### src/rtl/core/assert_macros.svh
// Assertion macros shared by the table RTL.
// Needs nothing else; define ASSERT_OFF to compile the checks out.
`ifndef ASSERT_MACROS_SVH
`define ASSERT_MACROS_SVH
`ifndef ASSERT_OFF
// property must hold at every clock edge out of reset
`define ASSERT_ALWAYS(label, clk, rst_n, prop, msg) \
    label: assert property (@(posedge clk) disable iff (!rst_n) (prop)) else $error(msg);
// condition must never be true at a clock edge out of reset
`define ASSERT_NEVER(label, clk, rst_n, cond, msg) \
    label: assert property (@(posedge clk) disable iff (!rst_n) !(cond)) else $error(msg);
`else
`define ASSERT_ALWAYS(label, clk, rst_n, prop, msg)
`define ASSERT_NEVER(label, clk, rst_n, cond, msg)
`endif
`endif

### src/rtl/core/milt_pkg.sv
// Package for the message id table: field widths, stream layout,
// item kinds, table entry and controller/datapath interface structs.
`timescale 1ns / 1ps
package milt_pkg;

    localparam int SLOTS_DEF = 32;

    // payload field widths
    localparam int ID_W   = 24;
    localparam int BYTE_W = 8;
    localparam int ADDR_W = 4 * BYTE_W;
    localparam int TS_W   = 32;
    localparam int SLOT_W = 5;
    localparam int CNT_W  = 6;
    localparam int KIND_W = 2;

    // stream widths
    localparam int IN_DATA_W    = 88;
    localparam int IN_USER_W    = KIND_W;
    localparam int OUT_FIELDS_W = 1 + SLOT_W + ID_W + ADDR_W + TS_W + 1 + CNT_W + 1;
    localparam int OUT_DATA_W   = ((OUT_FIELDS_W + 7) / 8) * 8;
    localparam int OUT_PAD_W    = OUT_DATA_W - OUT_FIELDS_W;
    localparam int OUT_FOUND_BIT = 0;
    localparam int OUT_DROP_BIT  = OUT_FIELDS_W - 1;

    typedef enum logic [KIND_W-1:0] {
        KIND_RX     = 2'd0,
        KIND_LOOKUP = 2'd1,
        KIND_LATEST = 2'd2
    } t_kind;

    // one table entry as held in the slot memory
    typedef struct packed {
        logic              upd;
        logic [TS_W-1:0]   ts;
        logic [ADDR_W-1:0] addrs;
        logic [ID_W-1:0]   id;
    } t_entry;

    // controller to datapath
    typedef struct packed {
        logic start;
        logic scan;
        logic write;
        logic load_out;
    } t_cmd;

    // datapath to controller
    typedef struct packed {
        logic en;
        logic scan_last;
        logic out_free;
    } t_status;

endpackage

### src/rtl/core/milt_ctrl.sv
// Sequencer for the message id table: accept, scan, commit, result.
// Depends on milt_pkg; drives the datapath through t_cmd.
`timescale 1ns / 1ps
module milt_ctrl (
    input  logic                         i_clk,
    input  logic                         i_rst_n,
    input  logic                         i_s_tvalid,
    input  logic [milt_pkg::KIND_W-1:0]  i_kind,
    output logic                         o_s_tready,
    input  milt_pkg::t_status            i_status,
    output milt_pkg::t_cmd               o_cmd
);
    import milt_pkg::*;

    typedef enum logic [4:0] {
        S_IDLE   = 5'b00001,
        S_SCAN   = 5'b00010,
        S_DRAIN  = 5'b00100,
        S_WRITE  = 5'b01000,
        S_RESULT = 5'b10000
    } t_state;

    t_state              r_state, n_state;
    logic [KIND_W-1:0]   r_kind, n_kind;
    logic                accept;

    // no transfer is taken while reset is held
    assign o_s_tready = (r_state == S_IDLE) && i_rst_n;
    assign accept     = i_s_tvalid && o_s_tready;

    // next state and commands
    always_comb begin
        n_state       = r_state;
        n_kind        = r_kind;
        o_cmd         = '0;
        o_cmd.start   = accept;
        case (r_state)
            S_IDLE: begin
                if (accept) begin
                    n_kind = i_kind;
                    if (!i_status.en || !(i_kind inside {KIND_RX, KIND_LOOKUP, KIND_LATEST})) begin
                        n_state = S_RESULT;
                    end else begin
                        n_state = S_SCAN;
                    end
                end
            end
            S_SCAN: begin
                o_cmd.scan = 1'b1;
                if (i_status.scan_last) begin
                    n_state = S_DRAIN;
                end
            end
            S_DRAIN: begin
                // last compare lands this cycle
                n_state = (r_kind == KIND_RX) ? S_WRITE : S_RESULT;
            end
            S_WRITE: begin
                o_cmd.write = 1'b1;
                n_state     = S_RESULT;
            end
            S_RESULT: begin
                o_cmd.load_out = i_status.out_free;
                if (i_status.out_free) begin
                    n_state = S_IDLE;
                end
            end
            default: begin
                n_state = S_IDLE;
            end
        endcase
    end

    always_ff @(posedge i_clk) begin
        if (!i_rst_n) begin
            r_state <= S_IDLE;
        end else begin
            r_state <= n_state;
        end
        r_kind <= n_kind;
    end

endmodule

### src/rtl/core/milt_dpath.sv
// Datapath for the message id table: config register, item register,
// slot memory with scan compare, valid bits, count and result register.
// Depends on milt_pkg and assert_macros.svh.
`timescale 1ns / 1ps
`include "assert_macros.svh"
module milt_dpath #(
    parameter int SLOTS = milt_pkg::SLOTS_DEF
) (
    input  logic                             i_clk,
    input  logic                             i_rst_n,
    input  milt_pkg::t_cmd                   i_cmd,
    output milt_pkg::t_status                o_status,
    input  logic                             i_cfg_we,
    input  logic                             i_cfg_wdata,
    input  logic [milt_pkg::IN_DATA_W-1:0]   i_s_tdata,
    input  logic [milt_pkg::IN_USER_W-1:0]   i_s_tuser,
    output logic                             o_m_tvalid,
    input  logic                             i_m_tready,
    output logic [milt_pkg::OUT_DATA_W-1:0]  o_m_tdata
);
    import milt_pkg::*;

    localparam int IW = (SLOTS > 1) ? $clog2(SLOTS) : 1;
    localparam int CW = $clog2(SLOTS + 1);

    // configuration
    logic r_rx_enabled;

    // item register
    logic                r_en;
    logic [KIND_W-1:0]   r_kind;
    logic [ID_W-1:0]     r_id;
    logic [ADDR_W-1:0]   r_addrs;
    logic [TS_W-1:0]     r_ts;

    // slot store
    t_entry              r_mem [SLOTS];
    logic [SLOTS-1:0]    r_valid;
    logic [CW-1:0]       r_count;

    // scan pipeline and trackers
    logic [IW-1:0]       r_addr;
    logic [IW-1:0]       r_cmp_idx;
    logic                r_cmp_en;
    t_entry              r_rd_data;
    logic                r_found;
    logic [IW-1:0]       r_hit_idx;
    t_entry              r_cap;
    logic                r_free_found;
    logic [IW-1:0]       r_free_idx;

    // result register
    logic                    r_out_valid;
    logic [OUT_DATA_W-1:0]   r_out_data, n_out_data;

    logic                cmp_valid;
    logic                stored;
    logic [IW-1:0]       target;

    assign cmp_valid = r_valid[r_cmp_idx];
    assign stored    = r_found || r_free_found;
    assign target    = r_found ? r_hit_idx : r_free_idx;

    assign o_status.en        = r_rx_enabled;
    assign o_status.scan_last = (r_addr == IW'(SLOTS - 1));
    assign o_status.out_free  = !r_out_valid || i_m_tready;

    // config register
    always_ff @(posedge i_clk) begin
        if (!i_rst_n) begin
            r_rx_enabled <= 1'b0;
        end else if (i_cfg_we) begin
            r_rx_enabled <= i_cfg_wdata;
        end
    end

    // item capture on accept
    always_ff @(posedge i_clk) begin
        if (i_cmd.start) begin
            r_en    <= r_rx_enabled;
            r_kind  <= i_s_tuser;
            r_id    <= i_s_tdata[23:0];
            r_addrs <= {i_s_tdata[31:24], i_s_tdata[39:32], i_s_tdata[47:40], i_s_tdata[55:48]};
            r_ts    <= i_s_tdata[87:56];
        end
    end

    // slot memory: one read per scan cycle, one write on commit
    always_ff @(posedge i_clk) begin
        if (i_cmd.scan) begin
            r_rd_data <= r_mem[r_addr];
        end
        if (i_cmd.write && stored) begin
            r_mem[target] <= '{upd: 1'b1, ts: r_ts, addrs: r_addrs, id: r_id};
        end
    end

    // scan address and compare stage enable
    always_ff @(posedge i_clk) begin
        if (!i_rst_n) begin
            r_cmp_en <= 1'b0;
        end else begin
            r_cmp_en <= i_cmd.scan;
        end
        if (i_cmd.start) begin
            r_addr <= '0;
        end else if (i_cmd.scan) begin
            r_addr <= r_addr + 1'b1;
        end
        r_cmp_idx <= r_addr;
    end

    // compare stage: first id match, first free slot, latest timestamp
    always_ff @(posedge i_clk) begin
        if (i_cmd.start) begin
            r_found      <= 1'b0;
            r_free_found <= 1'b0;
            r_cap.ts     <= '0;
        end else if (r_cmp_en) begin
            if (r_kind == KIND_LATEST) begin
                if (cmp_valid && (r_rd_data.ts > r_cap.ts)) begin
                    r_found   <= 1'b1;
                    r_hit_idx <= r_cmp_idx;
                    r_cap     <= r_rd_data;
                end
            end else begin
                if (cmp_valid && (r_rd_data.id == r_id) && !r_found) begin
                    r_found   <= 1'b1;
                    r_hit_idx <= r_cmp_idx;
                    r_cap     <= r_rd_data;
                end
                if (!cmp_valid && !r_free_found) begin
                    r_free_found <= 1'b1;
                    r_free_idx   <= r_cmp_idx;
                end
            end
        end
    end

    // valid bits and occupied count
    always_ff @(posedge i_clk) begin
        if (!i_rst_n) begin
            r_valid <= '0;
            r_count <= '0;
        end else if (i_cmd.write && !r_found && r_free_found) begin
            r_valid[r_free_idx] <= 1'b1;
            r_count             <= r_count + 1'b1;
        end
    end

    // result word
    always_comb begin
        logic          f_found;
        logic          f_drop;
        logic [IW-1:0] f_idx;
        t_entry        f_ent;
        logic [CNT_W-1:0] f_cnt;
        f_found = 1'b0;
        f_drop  = 1'b0;
        f_idx   = r_hit_idx;
        f_ent   = r_cap;
        f_cnt   = r_en ? CNT_W'(r_count) : '0;
        if (r_en) begin
            case (r_kind)
                KIND_RX: begin
                    f_found = stored;
                    f_drop  = !stored;
                    f_idx   = target;
                    f_ent   = '{upd: 1'b1, ts: r_ts, addrs: r_addrs, id: r_id};
                end
                KIND_LOOKUP, KIND_LATEST: begin
                    f_found = r_found;
                end
                default: begin
                    f_found = 1'b0;
                end
            endcase
        end
        if (!f_found) begin
            f_idx = '0;
            f_ent = '0;
        end
        n_out_data = {{OUT_PAD_W{1'b0}}, f_drop, f_cnt, f_ent.upd, f_ent.ts,
                      f_ent.addrs[7:0], f_ent.addrs[15:8], f_ent.addrs[23:16],
                      f_ent.addrs[31:24], f_ent.id, SLOT_W'(f_idx), f_found};
    end

    // output register
    always_ff @(posedge i_clk) begin
        if (!i_rst_n) begin
            r_out_valid <= 1'b0;
        end else if (i_cmd.load_out) begin
            r_out_valid <= 1'b1;
        end else if (i_m_tready) begin
            r_out_valid <= 1'b0;
        end
        if (i_cmd.load_out) begin
            r_out_data <= n_out_data;
        end
    end

    assign o_m_tvalid = r_out_valid;
    assign o_m_tdata  = r_out_data;

    `ASSERT_ALWAYS(a_count_matches_valid, i_clk, i_rst_n, $countones(r_valid) == int'(r_count), "occupied count out of step with valid bits")
    `ASSERT_NEVER(a_count_bound, i_clk, i_rst_n, r_count > CW'(SLOTS), "occupied count above table size")
    `ASSERT_ALWAYS(a_alloc_free, i_clk, i_rst_n, (i_cmd.write && !r_found && r_free_found) |-> !r_valid[r_free_idx], "allocation into an occupied slot")
    `ASSERT_NEVER(a_found_and_drop, i_clk, i_rst_n, r_out_valid && r_out_data[OUT_FOUND_BIT] && r_out_data[OUT_DROP_BIT], "result both found and dropped")

endmodule

### src/rtl/core/message_id_latest_table.sv
// Top level of the message id table: stream ports, config port,
// sequencer (milt_ctrl) and datapath (milt_dpath). Depends on milt_pkg.
//
//  channel   | direction | transfer when          | contents
//  s_axis    | in        | tvalid & tready        | tuser kind, tdata item fields
//  m_axis    | out       | tvalid & tready        | tdata result fields
//  cfg       | in        | i_cfg_we               | rx_enabled
//
// Each enabled item scans the slot memory one entry per cycle, then passes a
// drain state, a commit write for receive items and a result state. Disabled
// or unknown-kind items go straight to the result state. Reset is synchronous
// and clears the valid bits at once. A stalled result waits in the output
// register while the next item is taken.
`timescale 1ns / 1ps
module message_id_latest_table #(
    parameter int SLOTS = milt_pkg::SLOTS_DEF
) (
    input  logic                             i_clk,
    input  logic                             i_rst_n,
    // config
    input  logic                             i_cfg_we,
    input  logic                             i_cfg_wdata,   // rx_enabled
    // item stream
    input  logic                             i_s_axis_tvalid,
    output logic                             o_s_axis_tready,
    // message_id, source_system, source_component, dest_system,
    // dest_component, arrival_time
    input  logic [milt_pkg::IN_DATA_W-1:0]   i_s_axis_tdata,
    input  logic [milt_pkg::IN_USER_W-1:0]   i_s_axis_tuser,  // kind
    // result stream
    output logic                             o_m_axis_tvalid,
    input  logic                             i_m_axis_tready,
    // found, slot, slot_id, slot_source_system, slot_source_component,
    // slot_dest_system, slot_dest_component, slot_time, slot_updated,
    // occupied_count, dropped, zero pad
    output logic [milt_pkg::OUT_DATA_W-1:0]  o_m_axis_tdata
);
    import milt_pkg::*;

    t_cmd    cmd;
    t_status status;

    milt_ctrl u_ctrl (
        .i_clk      (i_clk),
        .i_rst_n    (i_rst_n),
        .i_s_tvalid (i_s_axis_tvalid),
        .i_kind     (i_s_axis_tuser),
        .o_s_tready (o_s_axis_tready),
        .i_status   (status),
        .o_cmd      (cmd)
    );

    milt_dpath #(
        .SLOTS (SLOTS)
    ) u_dpath (
        .i_clk       (i_clk),
        .i_rst_n     (i_rst_n),
        .i_cmd       (cmd),
        .o_status    (status),
        .i_cfg_we    (i_cfg_we),
        .i_cfg_wdata (i_cfg_wdata),
        .i_s_tdata   (i_s_axis_tdata),
        .i_s_tuser   (i_s_axis_tuser),
        .o_m_tvalid  (o_m_axis_tvalid),
        .i_m_tready  (i_m_axis_tready),
        .o_m_tdata   (o_m_axis_tdata)
    );

endmodule

### config.mk
export PLATFORM = sky130hd
export DESIGN_NAME = message_id_latest_table
export DESIGN_NICKNAME = d
export VERILOG_FILES = /design/src/rtl/core/milt_pkg.sv /design/src/rtl/core/milt_ctrl.sv /design/src/rtl/core/milt_dpath.sv /design/src/rtl/core/message_id_latest_table.sv
export VERILOG_INCLUDE_DIRS = /design/src /design/src/rtl/core
export SDC_FILE = /design/constraint.sdc
export NUM_CORES = 2
export LEC_CHECK = 0
export BUFFER_PORTS_ARGS = -buffer_cell sky130_fd_sc_hd__buf_2
export CORE_UTILIZATION = 40
export CTS_CLUSTER_DIAMETER = 50
export DETAILED_ROUTE_END_ITERATION = 10
export GPL_TIMING_DRIVEN = 1
export SLEW_MARGIN = 20
export SYNTH_ARGS = -nofsm -noshare
export SYNTH_HDL_FRONTEND = slang
export SYNTH_SLANG_ARGS = --single-unit
export TNS_END_PERCENT = 100
### constraint.sdc
create_clock -name i_clk -period 20.4 [get_ports i_clk]
set_input_delay 4.08 -clock i_clk [delete_from_list [all_inputs] [get_ports i_clk]]
set_output_delay 4.08 -clock i_clk [all_outputs]
set_load 0.005 [all_outputs]
==> metrics.txt <==
# TYPE chip_impl_metric gauge
chip_impl_info{name="status",value="finished clean"} 1
chip_impl_metric{name="synth-xor-area-share",unit="%"} 0.2273
chip_impl_metric{name="setup_slack_of_the_most_critical_reg_to_reg_path",unit="ns"} 14.58
chip_impl_metric{name="whs_path_depth",unit=""} 0
chip_impl_metric{name="design.core.area",unit="sq mm"} 0.3063
chip_impl_info{name="regToRegEndpoint",value="u_dpath.r_rd_data[31]"} 1
chip_impl_metric{name="power.density_cell_area",unit="mW/mm^2"} 103.7
chip_impl_metric{name="totalNegativeSetupSlack",unit="ns"} 0
chip_impl_info{name="ys.flop_type",value="edfxtp_1"} 1
chip_impl_metric{name="port_buffers",unit=""} 199
chip_impl_metric{name="post-route-cell-area",unit="sq mm"} 0.1426
chip_impl_metric{name="synth_fa_ha_area_share",unit="%"} 0.3856
chip_impl_info{name="crit_path_end_kind",value="output pin"} 1
chip_impl_metric{name="finalCritPeriodShare",unit="%"} 44.93
chip_impl_metric{name="synth_compound_area_share",unit="%"} 0.7885
chip_impl_metric{name="post-synth-top-area-fraction",unit="%"} 77.08
chip_impl_metric{name="final_layout_size_suffix_gt1_share",unit="%"} 32.42
chip_impl_metric{name="worstSkewPairLatency",unit="ns"} 0.95
chip_impl_metric{name="fin_hold_ws",unit="ns"} 0.4190
chip_impl_metric{name="dr.first_iter.drc_count",unit=""} 7095
chip_impl_info{name="synth_top_family_by_area",value="multiplexers"} 1
chip_impl_metric{name="number_of_antenna_violations_at_the_first_check_in_global_routing",unit=""} 12
chip_impl_metric{name="synth_sequential_area_ratio",unit="%"} 78.55
chip_impl_metric{name="yosys-mux-area-fraction",unit="%"} 17.36
chip_impl_metric{name="worstPathArrival",unit="ns"} 5.09
chip_impl_metric{name="route.antenna.remaining_nets",unit=""} 0
chip_impl_metric{name="flow.area_growth_from_synthesis",unit="%"} 15.64
chip_impl_info{name="hold_class",value="flip-flop to flip-flop"} 1
chip_impl_metric{name="fin_worst_skew",unit="ns"} 0.07729
chip_impl_metric{name="rows",unit=""} 203
chip_impl_metric{name="critical_path_required",unit="ns"} 16.32
chip_impl_metric{name="static-leakage-power",unit="nW"} 43.17
chip_impl_metric{name="via_count_of_the_first_global_routing_pass",unit=""} 58780
chip_impl_info{name="hp-start",value="u_dpath.r_rd_data[25]"} 1
chip_impl_metric{name="firstDrtPassIters",unit=""} 5
chip_impl_metric{name="ys_async_sr_fraction",unit="%"} 0
chip_impl_info{name="setup.worst_path.class",value="input port to output pin"} 1
chip_impl_metric{name="synth-simple-area-share",unit="%"} 1.623
chip_impl_info{name="start_kind",value="input port"} 1
chip_impl_metric{name="detail_route.wl_per_cell",unit="um"} 31.33
chip_impl_metric{name="post_synth.cell_area_avg",unit="sq um"} 23.37
chip_impl_metric{name="report.final.hold_viol_count",unit=""} 0
chip_impl_metric{name="worst-slew-pin-transition",unit="ns"} 1.198
chip_impl_metric{name="die_width",unit="um"} 557.2
chip_impl_metric{name="r2r.worst_path.cells",unit=""} 7
chip_impl_metric{name="maxCapViolations",unit=""} 0
chip_impl_metric{name="placed_cell_area",unit="sq mm"} 0.1299
chip_impl_metric{name="post_drt_via_cell_ratio",unit=""} 5.693
chip_impl_metric{name="synth-edff-count",unit=""} 3165
chip_impl_metric{name="grt.total_usage",unit="%"} 20.33
chip_impl_info{name="synth.area.top_cells",value="edfxtp_1, mux4_2, dfxtp_1, nand2_1, mux2_2"} 1
chip_impl_info{name="origin_of_the_critical_flop_to_flop_path",value="u_dpath.r_addr[0]"} 1
chip_impl_metric{name="seq_area",unit="sq mm"} 0.09686
chip_impl_metric{name="drc_errors",unit=""} 0
chip_impl_metric{name="slew-limit-headroom",unit="%"} 20.17
chip_impl_info{name="min_to",value="u_dpath.r_cap[25]"} 1
chip_impl_metric{name="hold_buffers",unit=""} 0
chip_impl_metric{name="tritoncts.num_buffers",unit=""} 371
chip_impl_metric{name="post-layout-total-power",unit="mW"} 14.78
chip_impl_metric{name="floorplan.initialDensity",unit="%"} 40.25
chip_impl_metric{name="yosysUniqueCellTypes",unit=""} 55
chip_impl_metric{name="number_of_levels_the_h_tree_was_split_into",unit=""} 5
chip_impl_metric{name="grt_max_degree",unit=""} 140
chip_impl_metric{name="fp.dieH",unit="um"} 557.2
chip_impl_metric{name="post-cts-setup-buffers",unit=""} 0
chip_impl_metric{name="clk_transition_reported_paths",unit="ns"} 0.06
chip_impl_metric{name="vias",unit=""} 57780
chip_impl_metric{name="fill_cells",unit=""} 25160
chip_impl_metric{name="wirelength",unit="um"} 317900
chip_impl_metric{name="worst-path-max-fanout",unit=""} 46
chip_impl_metric{name="maxSlewViolCount",unit=""} 0
chip_impl_metric{name="gp_congestion",unit=""} 0.7296
chip_impl_info{name="cts_tree",value="yes"} 1
chip_impl_metric{name="grt_remaining_overflow",unit=""} 0
chip_impl_metric{name="synth.ff_latch_count",unit=""} 3255
chip_impl_info{name="synth_area_leader_cell",value="edfxtp_1"} 1
chip_impl_metric{name="io_pins",unit=""} 202
chip_impl_metric{name="cts-root-to-sink-buffers",unit=""} 4
chip_impl_info{name="clock_tree.root_cell",value="clkbuf_16"} 1
chip_impl_metric{name="multi_input_comb_area",unit="sq mm"} 0.02542
chip_impl_metric{name="die_area",unit="sq mm"} 0.3105
chip_impl_metric{name="fin_cells",unit=""} 10150
chip_impl_metric{name="vdd_ir_drop_max",unit="mV"} 0.07531
chip_impl_metric{name="post_cts_resize_count",unit=""} 0
chip_impl_metric{name="netlist_area",unit="sq mm"} 0.1233
chip_impl_metric{name="setup_viol",unit=""} 0
chip_impl_metric{name="clock-sinks",unit=""} 3255
chip_impl_metric{name="post_synth_inst_count",unit=""} 5275
chip_impl_info{name="grt_setup_unrepaired",value="false"} 1
chip_impl_metric{name="grt_pass1_wl",unit="um"} 444000
chip_impl_metric{name="nets",unit=""} 5882
chip_impl_metric{name="numPlacedInstances",unit=""} 9463
chip_impl_metric{name="hpwl_after_detailed_placement",unit="um"} 153000
chip_impl_metric{name="max_freq",unit="MHz"} 109.1
chip_impl_metric{name="yosysWarnings",unit=""} 0
chip_impl_metric{name="post-route-min-period",unit="ns"} 9.166
-- cells by family (layout without fill, tap and decap cells) --
| group | count (synthesis) | in the layout |
|---|---|---|
| flip-flops | 3255 | 3255 |
| multiplexers | 1018 | 1018 |
| AND/OR/NAND/NOR | 452 | 452 |
| buffers and inverters | 305 | 1077 |
| AO/OA/AOI/OAI | 174 | 174 |
| adder cells (fa/ha/maj) | 38 | 38 |
| XOR/XNOR | 32 | 32 |
| other | 1 | 3 |
-- stage by stage --
| stage | worst slack (ns) | util [%] |
|---|---|---|
| 6_report | 11.23 | 46.55 |
| 5_1_grt | 11.15 | 46.55 |
| 4_1_cts | 11.25 | 46.48 |
| 3_5_place_dp | 11.26 | 42.42 |
| 3_3_place_gp | 11.31 | 42.39 |
| 2_1_floorplan | 11.10 | - |
-- sequential cells by signal, indices dropped and copies added (netlist names), 24 cells and up --
signal and cells:
u_dpath.r_rd_data 88, u_dpath.r_ts 32, u_dpath.o_m_tdata 102, u_dpath.r_cap 88
u_dpath.r_id 24, u_dpath.r_mem 2816, u_dpath.r_addrs 32, u_dpath.r_valid 32
-- area by class of cell --
class / instances / area share, %
sequential: 3255 / 67.93
multi-input combinational: 1716 / 17.83
clock buffer: 429 / 6.832
tap: 4100 / 3.598
clock inverter: 244 / 1.895
timing repair buffer: 364 / 1.800
inverter: 40 / 0.1141
antenna: 1 / 0.001755
-- how the worst max path moves through the flow --
stage / start / slack (ns) / to
2_1_floorplan: i_m_axis_tready / 11.10 / u_dpath.o_m_tdata[0]
3_3_place_gp: i_rst_n / 11.31 / o_s_axis_tready
3_5_place_dp: i_rst_n / 11.26 / o_s_axis_tready
4_1_cts: i_rst_n / 11.25 / o_s_axis_tready
5_1_grt: i_rst_n / 11.15 / o_s_axis_tready
6_report: i_rst_n / 11.23 / o_s_axis_tready
-- routing by layer --
metal | vias up | GRT usage (%) | wire (um)
met4 | 4 | 4.969 | 7129
met3 | 473 | 3.771 | 25090
met5 | - | 0 | 31
met1 | 31630 | 29.11 | 134200
met2 | 2426 | 32.28 | 151400
li1 | 23250 | - | -
-- report_power, final --
part,switching (mW),internal [mW]
clock network,2.74,3.99
registers,0.0775,7.39
logic,0.288,0.292
-- layout by cell type (no fill, tap or decap), types with 9 or more instances in the layout --
cell type | Yosys | final
clkbuf_8 | 0 | 9
bufinv_16 | 0 | 43
xor2_1 | 14 | 14
buf_4 | 17 | 134
nand2_1 | 275 | 273
buf_8 | 0 | 11
xnor2_1 | 18 | 18
clkbuf_1 | 158 | 42
inv_1 | 38 | 38
clkinvlp_4 | 0 | 27
clkbuf_16 | 0 | 378
o21ai_0 | 11 | 11
inv_6 | 0 | 24
nor2b_1 | 26 | 25
o21a_1 | 13 | 13
mux2i_1 | 41 | 41
and2_1 | 18 | 16
nor2_4 | 0 | 32
dfxtp_1 | 90 | 85
clkinv_4 | 0 | 14
clkinv_1 | 2 | 60
mux2_2 | 90 | 90
buf_12 | 0 | 18
mux4_2 | 887 | 887
edfxtp_1 | 3165 | 3165
buf_2 | 52 | 199
clkinv_2 | 0 | 57
nor2_1 | 63 | 31
a21oi_1 | 122 | 122
ha_1 | 38 | 38
nand4_1 | 13 | 13
nand3_1 | 11 | 11
-- worst max-delay path: stages --
cell and delay (ns):
buf_2 0.55, and2_1 0.30, buf_2 0.14
-- cell usage after synthesis (2+ instances only) --
master    number
mux2_2        90
inv_1         38
buf_1         32
nor4_1         5
xnor2_1       18
nor3_1         8
ha_1          38
and2_1        18
o21ai_0       11
buf_4         17
and4_1         3
nor2b_1       26
nand3b_1       8
nand4_1       13
clkinv_1       2
o31ai_1        2
a21boi_0       6
nand3_1       11
dfxtp_1       90
mux2i_1       41
o22ai_1        5
a21oi_1      122
a211oi_1       4
buf_2         52
buf_6          6
and3_1         5
edfxtp_1    3165
nor3b_1        2
mux4_2       887
nor2_1        63
nand2b_1       6
xor2_1        14
a21o_1         2
o21a_1        13
nand2_1      275
clkbuf_1     158
No activity file was read; power rests on OpenSTA's default activity.
